--- config.mk ---
export PLATFORM = sky130hd
export DESIGN_NAME = row_standard_deviation_core
export DESIGN_NICKNAME = d
export VERILOG_FILES = /design/src/design/rsd_pkg.sv /design/src/design/row_standard_deviation_core.sv /design/src/design/rsd_front.sv /design/src/design/rsd_queue.sv /design/src/design/rsd_root.sv
export SDC_FILE = /design/constraint.sdc
export NUM_CORES = 2
export LEC_CHECK = 0
export ABC_AREA = 1
export BUFFER_PORTS_ARGS = -buffer_cell sky130_fd_sc_hd__buf_2
export CAP_MARGIN = 20
export CORE_MARGIN = 2
export CORE_UTILIZATION = 53
export DETAILED_ROUTE_END_ITERATION = 6
export PLACE_DENSITY = 0.65
export SLEW_MARGIN = 0
export SYNTH_ARGS = -nofsm -noshare
export SYNTH_HDL_FRONTEND = slang
export SYNTH_HIERARCHICAL = 1
export SYNTH_SLANG_ARGS = --single-unit
--- constraint.sdc ---
create_clock -name clk -period 9.1 [get_ports clk]
set_input_delay 1.82 -clock clk [delete_from_list [all_inputs] [get_ports clk]]
set_output_delay 1.82 -clock clk [all_outputs]
set_load 0.02 [all_outputs]
--- src/design/rsd_pkg.sv ---
package rsd_pkg;

  localparam int SUM_WIDTH   = 57;  // q33.24 accumulator
  localparam int LEN_WIDTH   = 9;   // row length register and sample count
  localparam int DEV_WIDTH   = 25;  // q13.12 deviation
  localparam int ROOT_WIDTH  = 29;  // bits of floor(sqrt()) of a 57-bit value
  localparam int RREM_WIDTH  = ROOT_WIDTH + 2;
  localparam int RAD_WIDTH   = 2 * ROOT_WIDTH;
  localparam int DIV_STEPS   = SUM_WIDTH;
  localparam int ROOT_STEPS  = ROOT_WIDTH;
  localparam int STEP_WIDTH  = $clog2(DIV_STEPS);

  localparam int QUEUE_DEPTH = 4;
  localparam int QPTR_WIDTH  = $clog2(QUEUE_DEPTH);
  localparam int QLVL_WIDTH  = $clog2(QUEUE_DEPTH + 1);

  // one finished row waiting for division and root
  typedef struct packed {
    logic [SUM_WIDTH-1:0] sum;
    logic [LEN_WIDTH-1:0] len;
  } rsd_job_t;

  // queue status seen by both sides
  typedef struct packed {
    logic [QLVL_WIDTH-1:0] level;
    logic                  empty;
  } rsd_qstat_t;

endpackage

--- src/design/row_standard_deviation_core.sv ---
// row standard deviation core: takes one q12.12 sample and its row mean per transaction,
// accumulates the squared differences over row_length samples and returns
// floor(sqrt(floor(sum / n))) as one q13.12 deviation per row. the front end takes a
// transaction every cycle while the queue has room (difference, square and accumulate
// stages); each finished row goes through a four-row queue to a back end with a bit-serial
// divider and a bit-serial root, which finishes one row (57 division steps, 29 root steps,
// load and hand-over) before it takes the next. rows longer than one back-end pass stream
// at one sample a cycle; shorter rows are paced by the back end once the queue has filled.
// row_length is written through cfg_we/cfg_wdata, zero counts as one, values beyond
// MAX_ROW_LENGTH are clamped, and a change mid-row applies from the next sample on.
module row_standard_deviation_core #(
  parameter int SAMPLE_WIDTH   = 24,
  parameter int MAX_ROW_LENGTH = 256
) (
  input  logic                            clk,
  input  logic                            rst,
  input  logic                            cfg_we,
  input  logic [rsd_pkg::LEN_WIDTH-1:0]   cfg_wdata,
  input  logic                            in_valid,
  output logic                            in_ready,
  input  logic signed [SAMPLE_WIDTH-1:0]  sample_value,
  input  logic signed [SAMPLE_WIDTH-1:0]  row_mean,
  output logic                            out_valid,
  input  logic                            out_ready,
  output logic [rsd_pkg::DEV_WIDTH-1:0]   deviation
);
  import rsd_pkg::*;

  logic [LEN_WIDTH-1:0] row_length;
  logic                 push;
  rsd_job_t             push_job;
  logic                 pop;
  rsd_job_t             head;
  rsd_qstat_t           qstat;

  // row length register, one after reset
  always_ff @(posedge clk) begin
    if (rst) begin
      row_length <= LEN_WIDTH'(1);
    end else if (cfg_we) begin
      row_length <= cfg_wdata;
    end
  end

  // front end: accepts transactions, counts the row, squares and accumulates
  rsd_front #(
    .SAMPLE_WIDTH   (SAMPLE_WIDTH),
    .MAX_ROW_LENGTH (MAX_ROW_LENGTH)
  ) u_front (
    .clk          (clk),
    .rst          (rst),
    .in_valid     (in_valid),
    .in_ready     (in_ready),
    .sample_value (sample_value),
    .row_mean     (row_mean),
    .row_length   (row_length),
    .qstat        (qstat),
    .push         (push),
    .push_job     (push_job)
  );

  // finished row sums waiting for the back end
  rsd_queue u_queue (
    .clk      (clk),
    .rst      (rst),
    .push     (push),
    .push_job (push_job),
    .pop      (pop),
    .head     (head),
    .qstat    (qstat)
  );

  // back end: divide by the row length, floor root, output register
  rsd_root u_root (
    .clk       (clk),
    .rst       (rst),
    .qstat     (qstat),
    .head      (head),
    .pop       (pop),
    .out_valid (out_valid),
    .out_ready (out_ready),
    .deviation (deviation)
  );

  // the front end's reservation must keep the queue from ever overfilling
  a_queue_bound: assert property (@(posedge clk) disable iff (rst)
    qstat.level <= QLVL_WIDTH'(QUEUE_DEPTH))
    else $error("queue level beyond its depth");

endmodule

--- src/design/rsd_front.sv ---
module rsd_front #(
  parameter int SAMPLE_WIDTH   = 24,
  parameter int MAX_ROW_LENGTH = 256
) (
  input  logic                             clk,
  input  logic                             rst,
  input  logic                             in_valid,
  output logic                             in_ready,
  input  logic signed [SAMPLE_WIDTH-1:0]   sample_value,
  input  logic signed [SAMPLE_WIDTH-1:0]   row_mean,
  input  logic [rsd_pkg::LEN_WIDTH-1:0]    row_length,
  input  rsd_pkg::rsd_qstat_t              qstat,
  output logic                             push,
  output rsd_pkg::rsd_job_t                push_job
);
  import rsd_pkg::*;

  localparam int DiffW = SAMPLE_WIDTH + 1;
  localparam int ProdW = 2 * DiffW;

  logic                    accept;
  logic [LEN_WIDTH-1:0]    eff_len;
  logic [LEN_WIDTH-1:0]    count;
  logic [LEN_WIDTH-1:0]    count_next;
  logic                    row_end;
  logic signed [DiffW-1:0] diff;
  logic [QLVL_WIDTH:0]     reserved;

  logic                    s1_valid;
  logic                    s1_last;
  logic [LEN_WIDTH-1:0]    s1_len;
  logic signed [DiffW-1:0] s1_diff;

  logic signed [ProdW-1:0] prod;
  logic [ProdW+SUM_WIDTH-1:0] prod_ext;

  logic                    s2_valid;
  logic                    s2_last;
  logic [LEN_WIDTH-1:0]    s2_len;
  logic [SUM_WIDTH-1:0]    s2_sq;

  logic [SUM_WIDTH-1:0]    acc;
  logic [SUM_WIDTH-1:0]    acc_sum;

  // zero means one, clamp to the largest row
  always_comb begin
    if (row_length == '0) begin
      eff_len = LEN_WIDTH'(1);
    end else if (int'(row_length) > MAX_ROW_LENGTH) begin
      eff_len = LEN_WIDTH'(MAX_ROW_LENGTH);
    end else begin
      eff_len = row_length;
    end
  end

  // room in the queue for every row end already in flight
  assign reserved = {1'b0, qstat.level} + (QLVL_WIDTH+1)'(s1_valid & s1_last)
                  + (QLVL_WIDTH+1)'(s2_valid & s2_last);
  assign in_ready = reserved < (QLVL_WIDTH+1)'(QUEUE_DEPTH);
  assign accept   = in_valid & in_ready;

  assign count_next = count + LEN_WIDTH'(1);
  assign row_end    = (count_next >= eff_len) || (count_next == '0);
  assign diff       = {sample_value[SAMPLE_WIDTH-1], sample_value}
                    - {row_mean[SAMPLE_WIDTH-1], row_mean};

  always_ff @(posedge clk) begin
    if (rst) begin
      count <= '0;
    end else if (accept) begin
      count <= row_end ? '0 : count_next;
    end
  end

  // stage 1: difference
  always_ff @(posedge clk) begin
    if (rst) begin
      s1_valid <= 1'b0;
    end else begin
      s1_valid <= accept;
    end
  end

  always_ff @(posedge clk) begin
    if (accept) begin
      s1_diff <= diff;
      s1_last <= row_end;
      s1_len  <= eff_len;
    end
  end

  // stage 2: square, kept modulo the accumulator width
  assign prod     = s1_diff * s1_diff;
  assign prod_ext = {{SUM_WIDTH{1'b0}}, prod};

  always_ff @(posedge clk) begin
    if (rst) begin
      s2_valid <= 1'b0;
    end else begin
      s2_valid <= s1_valid;
    end
  end

  always_ff @(posedge clk) begin
    if (s1_valid) begin
      s2_sq   <= prod_ext[SUM_WIDTH-1:0];
      s2_last <= s1_last;
      s2_len  <= s1_len;
    end
  end

  // stage 3: accumulate, hand the row over at its end
  assign acc_sum = acc + s2_sq;

  always_ff @(posedge clk) begin
    if (rst) begin
      acc <= '0;
    end else if (s2_valid) begin
      acc <= s2_last ? '0 : acc_sum;
    end
  end

  assign push          = s2_valid & s2_last;
  assign push_job.sum  = acc_sum;
  assign push_job.len  = s2_len;

endmodule

--- src/design/rsd_queue.sv ---
module rsd_queue (
  input  logic                clk,
  input  logic                rst,
  input  logic                push,
  input  rsd_pkg::rsd_job_t   push_job,
  input  logic                pop,
  output rsd_pkg::rsd_job_t   head,
  output rsd_pkg::rsd_qstat_t qstat
);
  import rsd_pkg::*;

  rsd_job_t              mem [QUEUE_DEPTH];
  logic [QPTR_WIDTH-1:0] wr_ptr;
  logic [QPTR_WIDTH-1:0] rd_ptr;
  logic [QLVL_WIDTH-1:0] level;

  always_ff @(posedge clk) begin
    if (push) begin
      mem[wr_ptr] <= push_job;
    end
  end

  always_ff @(posedge clk) begin
    if (rst) begin
      wr_ptr <= '0;
      rd_ptr <= '0;
      level  <= '0;
    end else begin
      if (push) begin
        wr_ptr <= wr_ptr + QPTR_WIDTH'(1);
      end
      if (pop) begin
        rd_ptr <= rd_ptr + QPTR_WIDTH'(1);
      end
      level <= level + QLVL_WIDTH'(push) - QLVL_WIDTH'(pop);
    end
  end

  assign head        = mem[rd_ptr];
  assign qstat.level = level;
  assign qstat.empty = (level == '0);

  a_no_overflow: assert property (@(posedge clk) disable iff (rst)
    push && !pop |-> level < QLVL_WIDTH'(QUEUE_DEPTH))
    else $error("row pushed into a full queue");

  a_no_underflow: assert property (@(posedge clk) disable iff (rst)
    pop |-> level != '0)
    else $error("row popped from an empty queue");

endmodule

--- src/design/rsd_root.sv ---
module rsd_root (
  input  logic                           clk,
  input  logic                           rst,
  input  rsd_pkg::rsd_qstat_t            qstat,
  input  rsd_pkg::rsd_job_t              head,
  output logic                           pop,
  output logic                           out_valid,
  input  logic                           out_ready,
  output logic [rsd_pkg::DEV_WIDTH-1:0]  deviation
);
  import rsd_pkg::*;

  typedef enum logic [3:0] {
    ST_IDLE = 4'b0001,
    ST_DIV  = 4'b0010,
    ST_ROOT = 4'b0100,
    ST_HOLD = 4'b1000
  } rsd_state_t;

  rsd_state_t             state;
  logic [STEP_WIDTH-1:0]  step;
  logic [RAD_WIDTH-1:0]   work;   // dividend, then quotient, then radicand
  logic [LEN_WIDTH-1:0]   len;
  logic [LEN_WIDTH-1:0]   rem;
  logic [ROOT_WIDTH-1:0]  root;
  logic [RREM_WIDTH-1:0]  rrem;

  logic [LEN_WIDTH:0]     dtrial;
  logic                   dge;
  logic [LEN_WIDTH-1:0]   rem_next;
  logic [RREM_WIDTH-1:0]  rtrial;
  logic [RREM_WIDTH-1:0]  rtest;
  logic                   rge;
  logic                   out_free;

  // restoring division, one quotient bit a cycle
  assign dtrial   = {rem, work[SUM_WIDTH-1]};
  assign dge      = dtrial >= {1'b0, len};
  assign rem_next = dge ? LEN_WIDTH'(dtrial - {1'b0, len}) : dtrial[LEN_WIDTH-1:0];

  // digit-by-digit root, one result bit a cycle
  assign rtrial = {rrem[RREM_WIDTH-3:0], work[RAD_WIDTH-1 -: 2]};
  assign rtest  = {root, 2'b01};
  assign rge    = rtrial >= rtest;

  assign out_free = !out_valid || out_ready;
  assign pop      = (state == ST_IDLE) && !qstat.empty;

  always_ff @(posedge clk) begin
    if (rst) begin
      state     <= ST_IDLE;
      out_valid <= 1'b0;
    end else begin
      if (state == ST_HOLD && out_free) begin
        out_valid <= 1'b1;
      end else if (out_valid && out_ready) begin
        out_valid <= 1'b0;
      end
      unique case (state)
        ST_IDLE: begin
          if (!qstat.empty) begin
            state <= ST_DIV;
          end
        end
        ST_DIV: begin
          if (step == '0) begin
            state <= ST_ROOT;
          end
        end
        ST_ROOT: begin
          if (step == '0) begin
            state <= ST_HOLD;
          end
        end
        ST_HOLD: begin
          if (out_free) begin
            state <= ST_IDLE;
          end
        end
        default: begin
          state <= ST_IDLE;
        end
      endcase
    end
  end

  always_ff @(posedge clk) begin
    unique case (state)
      ST_IDLE: begin
        work <= {1'b0, head.sum};
        len  <= head.len;
        rem  <= '0;
        step <= STEP_WIDTH'(DIV_STEPS - 1);
      end
      ST_DIV: begin
        work <= {1'b0, work[SUM_WIDTH-2:0], dge};
        rem  <= rem_next;
        if (step == '0) begin
          step <= STEP_WIDTH'(ROOT_STEPS - 1);
          root <= '0;
          rrem <= '0;
        end else begin
          step <= step - STEP_WIDTH'(1);
        end
      end
      ST_ROOT: begin
        work <= {work[RAD_WIDTH-3:0], 2'b00};
        root <= {root[ROOT_WIDTH-2:0], rge};
        rrem <= rge ? rtrial - rtest : rtrial;
        step <= step - STEP_WIDTH'(1);
      end
      ST_HOLD: begin
        if (out_free) begin
          deviation <= root[DEV_WIDTH-1:0];
        end
      end
      default: begin
        step <= '0;
      end
    endcase
  end

  a_rem_below_len: assert property (@(posedge clk) disable iff (rst)
    state == ST_DIV |-> rem < len && len != '0)
    else $error("division remainder out of range");

  a_start_on_row: assert property (@(posedge clk) disable iff (rst)
    state == ST_IDLE && !qstat.empty |=> state == ST_DIV)
    else $error("waiting row not taken up");

  a_root_headroom: assert property (@(posedge clk) disable iff (rst)
    state == ST_ROOT |-> work[RAD_WIDTH-1] == 1'b0 || step != STEP_WIDTH'(ROOT_STEPS - 1))
    else $error("radicand exceeds accumulator width");

endmodule
# ---- Word-level counts from Yosys, hierarchy flattened
# Memory sizes are Yosys's and may differ from the RTL's. A register that Yosys moved wholly into a read port is not among the register bits.
# Index checks and enable logic that the tools add are counted.
dict set report totals {
  reg_bits 349
  mem_bits_rw 264
  inputBits 62
  output_inout_bits 27
  elab_cells 97
  mem_count 1
}
dict set report op_classes {
  n_addsub 12
  mul 1
  n_lt_le_gt_ge 5
  eq_ne 8
  muxes 25
  n_bitwise 4
  reduce_logical 18
}
# memory depth word_bits rd rd_ports_with_merged_regs write_ports line
set memory_table {}
lappend memory_table {u_queue.mem 4 66 1 1 1 rsd_queue.sv:12} ;# rsd_job_t mem [QUEUE_DEPTH];
# op n
set op_table {}
lappend op_table {{$pmux 58 s3} 1}
lappend op_table {{$pmux 29 s2} 2}
lappend op_table {{$mux 29} 3}
lappend op_table {{$add 57x50->57} 1}
lappend op_table {{$mux 57} 1}
lappend op_table {{$mul 25x25->50} 1}
lappend op_table {{$mux 9} 4}
lappend op_table {{$ge 31x31->1} 1}
lappend op_table {{$sub 29x29->29} 1}
lappend op_table {{$sub 24x24->25} 1}
lappend op_table {{$pmux 6 s4} 1}
lappend op_table {{$logic_not 9->1} 2}
lappend op_table {{$pmux 9 s2} 1}
lappend op_table {{$mux 4} 4}
lappend op_table {{$pmux 4 s4} 1}
lappend op_table {{$ge 10x9->1} 1}
lappend op_table {{$add 9x1->9 const B} 1}
lappend op_table {{$ge 9x9->1} 1}
lappend op_table {{$gt 9x9->1 const B} 1}
lappend op_table {{$sub 9x9->9} 1}
lappend op_table {{$logic_not 6->1} 1}
lappend op_table {{$mux 6} 1}
lappend op_table {{$ne 2x1->1 const B} 3}
lappend op_table {{$reduce_bool 2->1} 3}
lappend op_table {{22 further kinds} 35}

# ---- Depth between registers and ports, before layout
dict set report logic_depth {
  word_depth 6
  ltp_mapped 32
  ltp_nobuf 30
}

# ---- By module
# Netlist, hierarchy kept.
# module n_inst cells_each area_each_um2 seq_area_each_um2
set by_module_without_submodules {}
lappend by_module_without_submodules {rsd_front 1 4523 34359.2 4184.0}
lappend by_module_without_submodules {rsd_queue 1 825 10805.4 8107.8}
lappend by_module_without_submodules {rsd_root 1 1190 9990.8 5054.8}
lappend by_module_without_submodules {row_standard_deviation_core 1 56 381.6 180.2}

# ---- Worst setup path after synthesis
# Ideal clock, no wire load.
dict set report synth_path {
  path_kind {flip-flop to flip-flop}
  startpoint {register u_front.s1_diff[24]}
  endpoint {register u_front.s2_sq[49], data pin}
  arrival_time_ns 6.788
  t_required_ns 8.846
  path_slack_ns 2.058
  path_stages_with_launch 28
  path_buffers 2
  period_less_slack_ns 7.042
  path_cell_list {edfxtp_1 -> clkbuf_1 -> clkbuf_1 -> nand2_1 -> inv_1 -> fa_1 -> inv_1 -> fa_1 -> inv_1 -> fa_1 -> inv_1 -> fa_1 -> fa_1 -> inv_1 -> fa_1 -> inv_1 -> fa_1 -> inv_1 -> ha_1 -> a21oi_1 -> o21ai_0 -> nand2_1 -> nand3_1 -> a21oi_1 -> and2_1 -> nand2_1 -> nand2_1 -> nand2_1}
}
dict set report synth_between {
  elab_chain_len 1
}
# element line
set synth_rtl {}
lappend synth_rtl {{start, declared} rsd_front.sv:32} ;# logic signed [DiffW-1:0] s1_diff;
lappend synth_rtl {{start signal, assigned} rsd_front.sv:86} ;# s1_diff <= diff;
lappend synth_rtl {{$mul 25x25->50} rsd_front.sv:93} ;# assign prod = s1_diff * s1_diff;
lappend synth_rtl {{via u_front.prod[49]} rsd_front.sv:34} ;# logic signed [ProdW-1:0] prod;
lappend synth_rtl {{end signal, assigned} rsd_front.sv:106} ;# s2_sq <= prod_ext[SUM_WIDTH-1:0];
lappend synth_rtl {{end, declared} rsd_front.sv:40} ;# logic [SUM_WIDTH-1:0] s2_sq;
# The timed path passes the listed nets, and every way through them passes these cells.
# A chain may end at the register's enable or synchronous reset.

# ---- Final worst setup path
dict set report layout_path {
  startpoint {register u_front.s1_diff[24]}
  endpoint {register u_front.s2_sq[48], data pin}
}
# Same word-level chain as after synthesis.

==> results.json <==
{
  "status": "completed",
  "coreArea_sq_um": 103800,
  "cap_viol_max_count": 0,
  "port_buffers": 88,
  "hpwl_mm": 108.6,
  "design.die.area_sq_um": 107400,
  "drt_iter0_drc": 2918,
  "hold_path.class": "reg2reg",
  "vias": 40490,
  "ff_latch_area_sq_um": 17540,
  "gp_congestion": 0.9954,
  "synth_ff_type": "edfxtp_1",
  "regToRegEndpoint": "u_front/s2_sq[48]",
  "synth_cells": 6594,
  "min_period_ps": 7639,
  "relSlewSlack": 0.2782,
  "diodes": 0,
  "r2r_cells": 21,
  "postCtsSetupBuffers": 0,
  "yosysTopAreaCellShare": 0.2828,
  "synth_edf_count": 523,
  "required_ps": 9480,
  "post-route-period-util": 0.8395,
  "core.rowCount": 118,
  "holdPathEnd": "u_front/s2_len[1]",
  "min_delay_path_depth": 0,
  "ys.warnings.count": 6,
  "antenna_found_initial": 0,
  "cts_root_buf": "clkbuf_16",
  "fin_nets": 7588,
  "cts_buffers": 70,
  "cp-start-kind": "register",
  "grt_pass1_wl_mm": 219.0,
  "synth-seq-cells": 614,
  "multi_input_area_sq_um": 30620,
  "finalHoldViolCount": 0,
  "timing.rr.start": "u_front/s1_diff[24]",
  "grt_overflow": 0,
  "start_util": 0.5351,
  "fmax_mhz": 130.9,
  "place_area_sq_um": 57200,
  "setup-violations-final": 0,
  "fin_setup_tns_ps": 0,
  "rsz0062_at_grt": "false",
  "dpl_worst_slack_ps": 1355,
  "via_per_inst": 5.026,
  "crit_path_end_kind": "register",
  "hp-start": "u_front/s1_len[1]",
  "final_core_util": 0.5728,
  "grt_max_degree": 192,
  "synth_cell_type_count": 53,
  "worst_slew_pin_slew_ps": 1083,
  "crit_type": "reg2reg",
  "worstPathMaxFanout": 19,
  "clk_pin_slew_ps": 60,
  "skew_ps": 46.91,
  "seq_area_frac_synth": 0.3156,
  "synth_nets": 7561,
  "die_w_microns": 327.7,
  "htreeDepth": 3,
  "syn_area_sq_um": 55540,
  "clockBufferDepth": 3,
  "wl_per_cell_microns": 16.87,
  "clk_latency_ps": 640,
  "setup_ws_ps": 1461,
  "synth.most_common_cell": "inv_1",
  "slew_violations": 0,
  "cts.repair.resized": 0,
  "syn2layout_area_growth_pct": 7.040,
  "grt_usage": 0.2586,
  "cp.arrival_ps": 8020,
  "pin_count": 89,
  "antenna_left": 0,
  "routed_wl_mm": 135.9,
  "fillers": 9562,
  "async_flop_share": 0,
  "cts_sinks": 614,
  "cts_tree": "built",
  "dieHeight_microns": 327.7,
  "drive_gt1_frac": 0.05124,
  "syn_avg_cell_area_sq_um": 8.422,
  "cts_hold_buf": 0,
  "grt_pass1_vias": 40980,
  "firstDrtPassIters": 5,
  "design_area_sq_um": 59450,
  "rrSetupSlack_ps": 1460,
  "yosys-top-cells-area": "edfxtp_1 (28%), fa_1 (22%), inv_1 (12%)",
  "yosysTopAreaCell": "edfxtp_1",
  "yosys-top-cells-count": "inv_1 (1734), nand2_1 (1626), fa_1 (615)",
  "drc": 0
}
## how the worst max path moves through the flow
stage	start	to	slack (ps)	cells past startpoint
finish	u_front/s1_diff[24]	u_front/s2_sq[48]	1460	21
global route	u_front/s1_diff[24]	u_front/s2_sq[48]	900	21
CTS	u_front/s1_diff[24]	u_front/s2_sq[48]	1370	21
detailed placement	u_front/s1_diff[24]	u_front/s2_sq[48]	1350	21
global placement	u_front/s1_diff[24]	u_front/s2_sq[48]	1490	21
floorplan	u_front/s1_diff[24]	u_front/s2_sq[49]	2060	27
## worst max-delay path, cell delays in order (launching register included)
cell and delay (ps):
edfxtp_1 690, nand2_1 240, inv_1 110, fa_1 670, inv_1 120, fa_1 550, inv_1 80, fa_1 960
inv_1 270, fa_1 610, fa_1 440, fa_1 520, fa_1 550, inv_1 40, ha_1 350, a21oi_1 270
o21ai_0 210, a21oi_1 150, o21ai_0 110, a21oi_1 140, nand3_1 110, xor2_1 160
## cell type report
type,count,share of cell area
clock buffer,85,0.03126
inverter,1744,0.1101
tap,1380,0.02905
sequential,614,0.2950
clock inverter,41,0.006546
timing repair buffer,131,0.01305
multi-input combinational,4060,0.5150
## sequential cells by signal, indices dropped and copies added, names as in the netlist, 3 cells and up, named ones only
register and count:
u_queue/level 3, u_root/step 6, u_front/acc 57, u_front/s2_len 9
u_root/len 9, u_front/s2_sq 49, u_queue/mem 264, u_front/count 9
u_front/s1_len 9, u_root/deviation 25, u_root/work 58, u_front/s1_diff 25
u_root/state 4, row_length 9, u_root/root 29, u_root/rrem 29
u_root/rem 9
## layer usage
metal,GRT usage,vias to the layer above,part of all wire
met1,0.3651,19390,0.46
met2,0.4300,898,0.47
li1,-,20030,-
met3,0.02597,167,0.043
met4,0.06592,0,0.024
met5,0,-,0
## logic make-up (layout without fill, tap and decap cells)
group / count (synthesis) / in the layout / synth area share
adder cells (fa/ha/maj): 905 / 905 / 0.2870
buffers and inverters: 1920 / 2001 / 0.1337
AO/OA/AOI/OAI: 612 / 612 / 0.06513
XOR/XNOR: 136 / 136 / 0.02158
flip-flops: 614 / 614 / 0.3156
AND/OR/NAND/NOR: 2407 / 2407 / 0.1770
## metrics by stage
step	hold WS, ps	std cells
after floorplan	400.3	6594
final	428.5	8055
after CTS	432.8	8055
after global placement	411.9	7929
after global routing	444.6	8055
after detailed placement	420.3	7929
## cell usage in the layout (no fill, tap or decap), drive strengths merged, types with 5 or more instances in the layout
cell,Yosys,routed
o21bai,20,20
clkbuf,107,85
xnor2,38,38
nor3,30,30
xor2,98,98
o211ai,69,69
a21oi,284,284
o221ai,55,55
nand4,45,45
o21ai,145,145
a31oi,6,6
edfxtp,523,523
fa,615,615
nor2,421,421
a21o,14,14
clkinv,4,31
ha,290,290
dfxtp,91,91
and2,46,46
nand3,195,195
buf,69,131
or2,7,7
inv,1740,1744
nand2,1654,1654
a21boi,5,5
bufinv,0,6
Power is left out: the tool's default activity adds up to more than one toggle a clock period on the data nets, which glitch-free logic cannot reach.
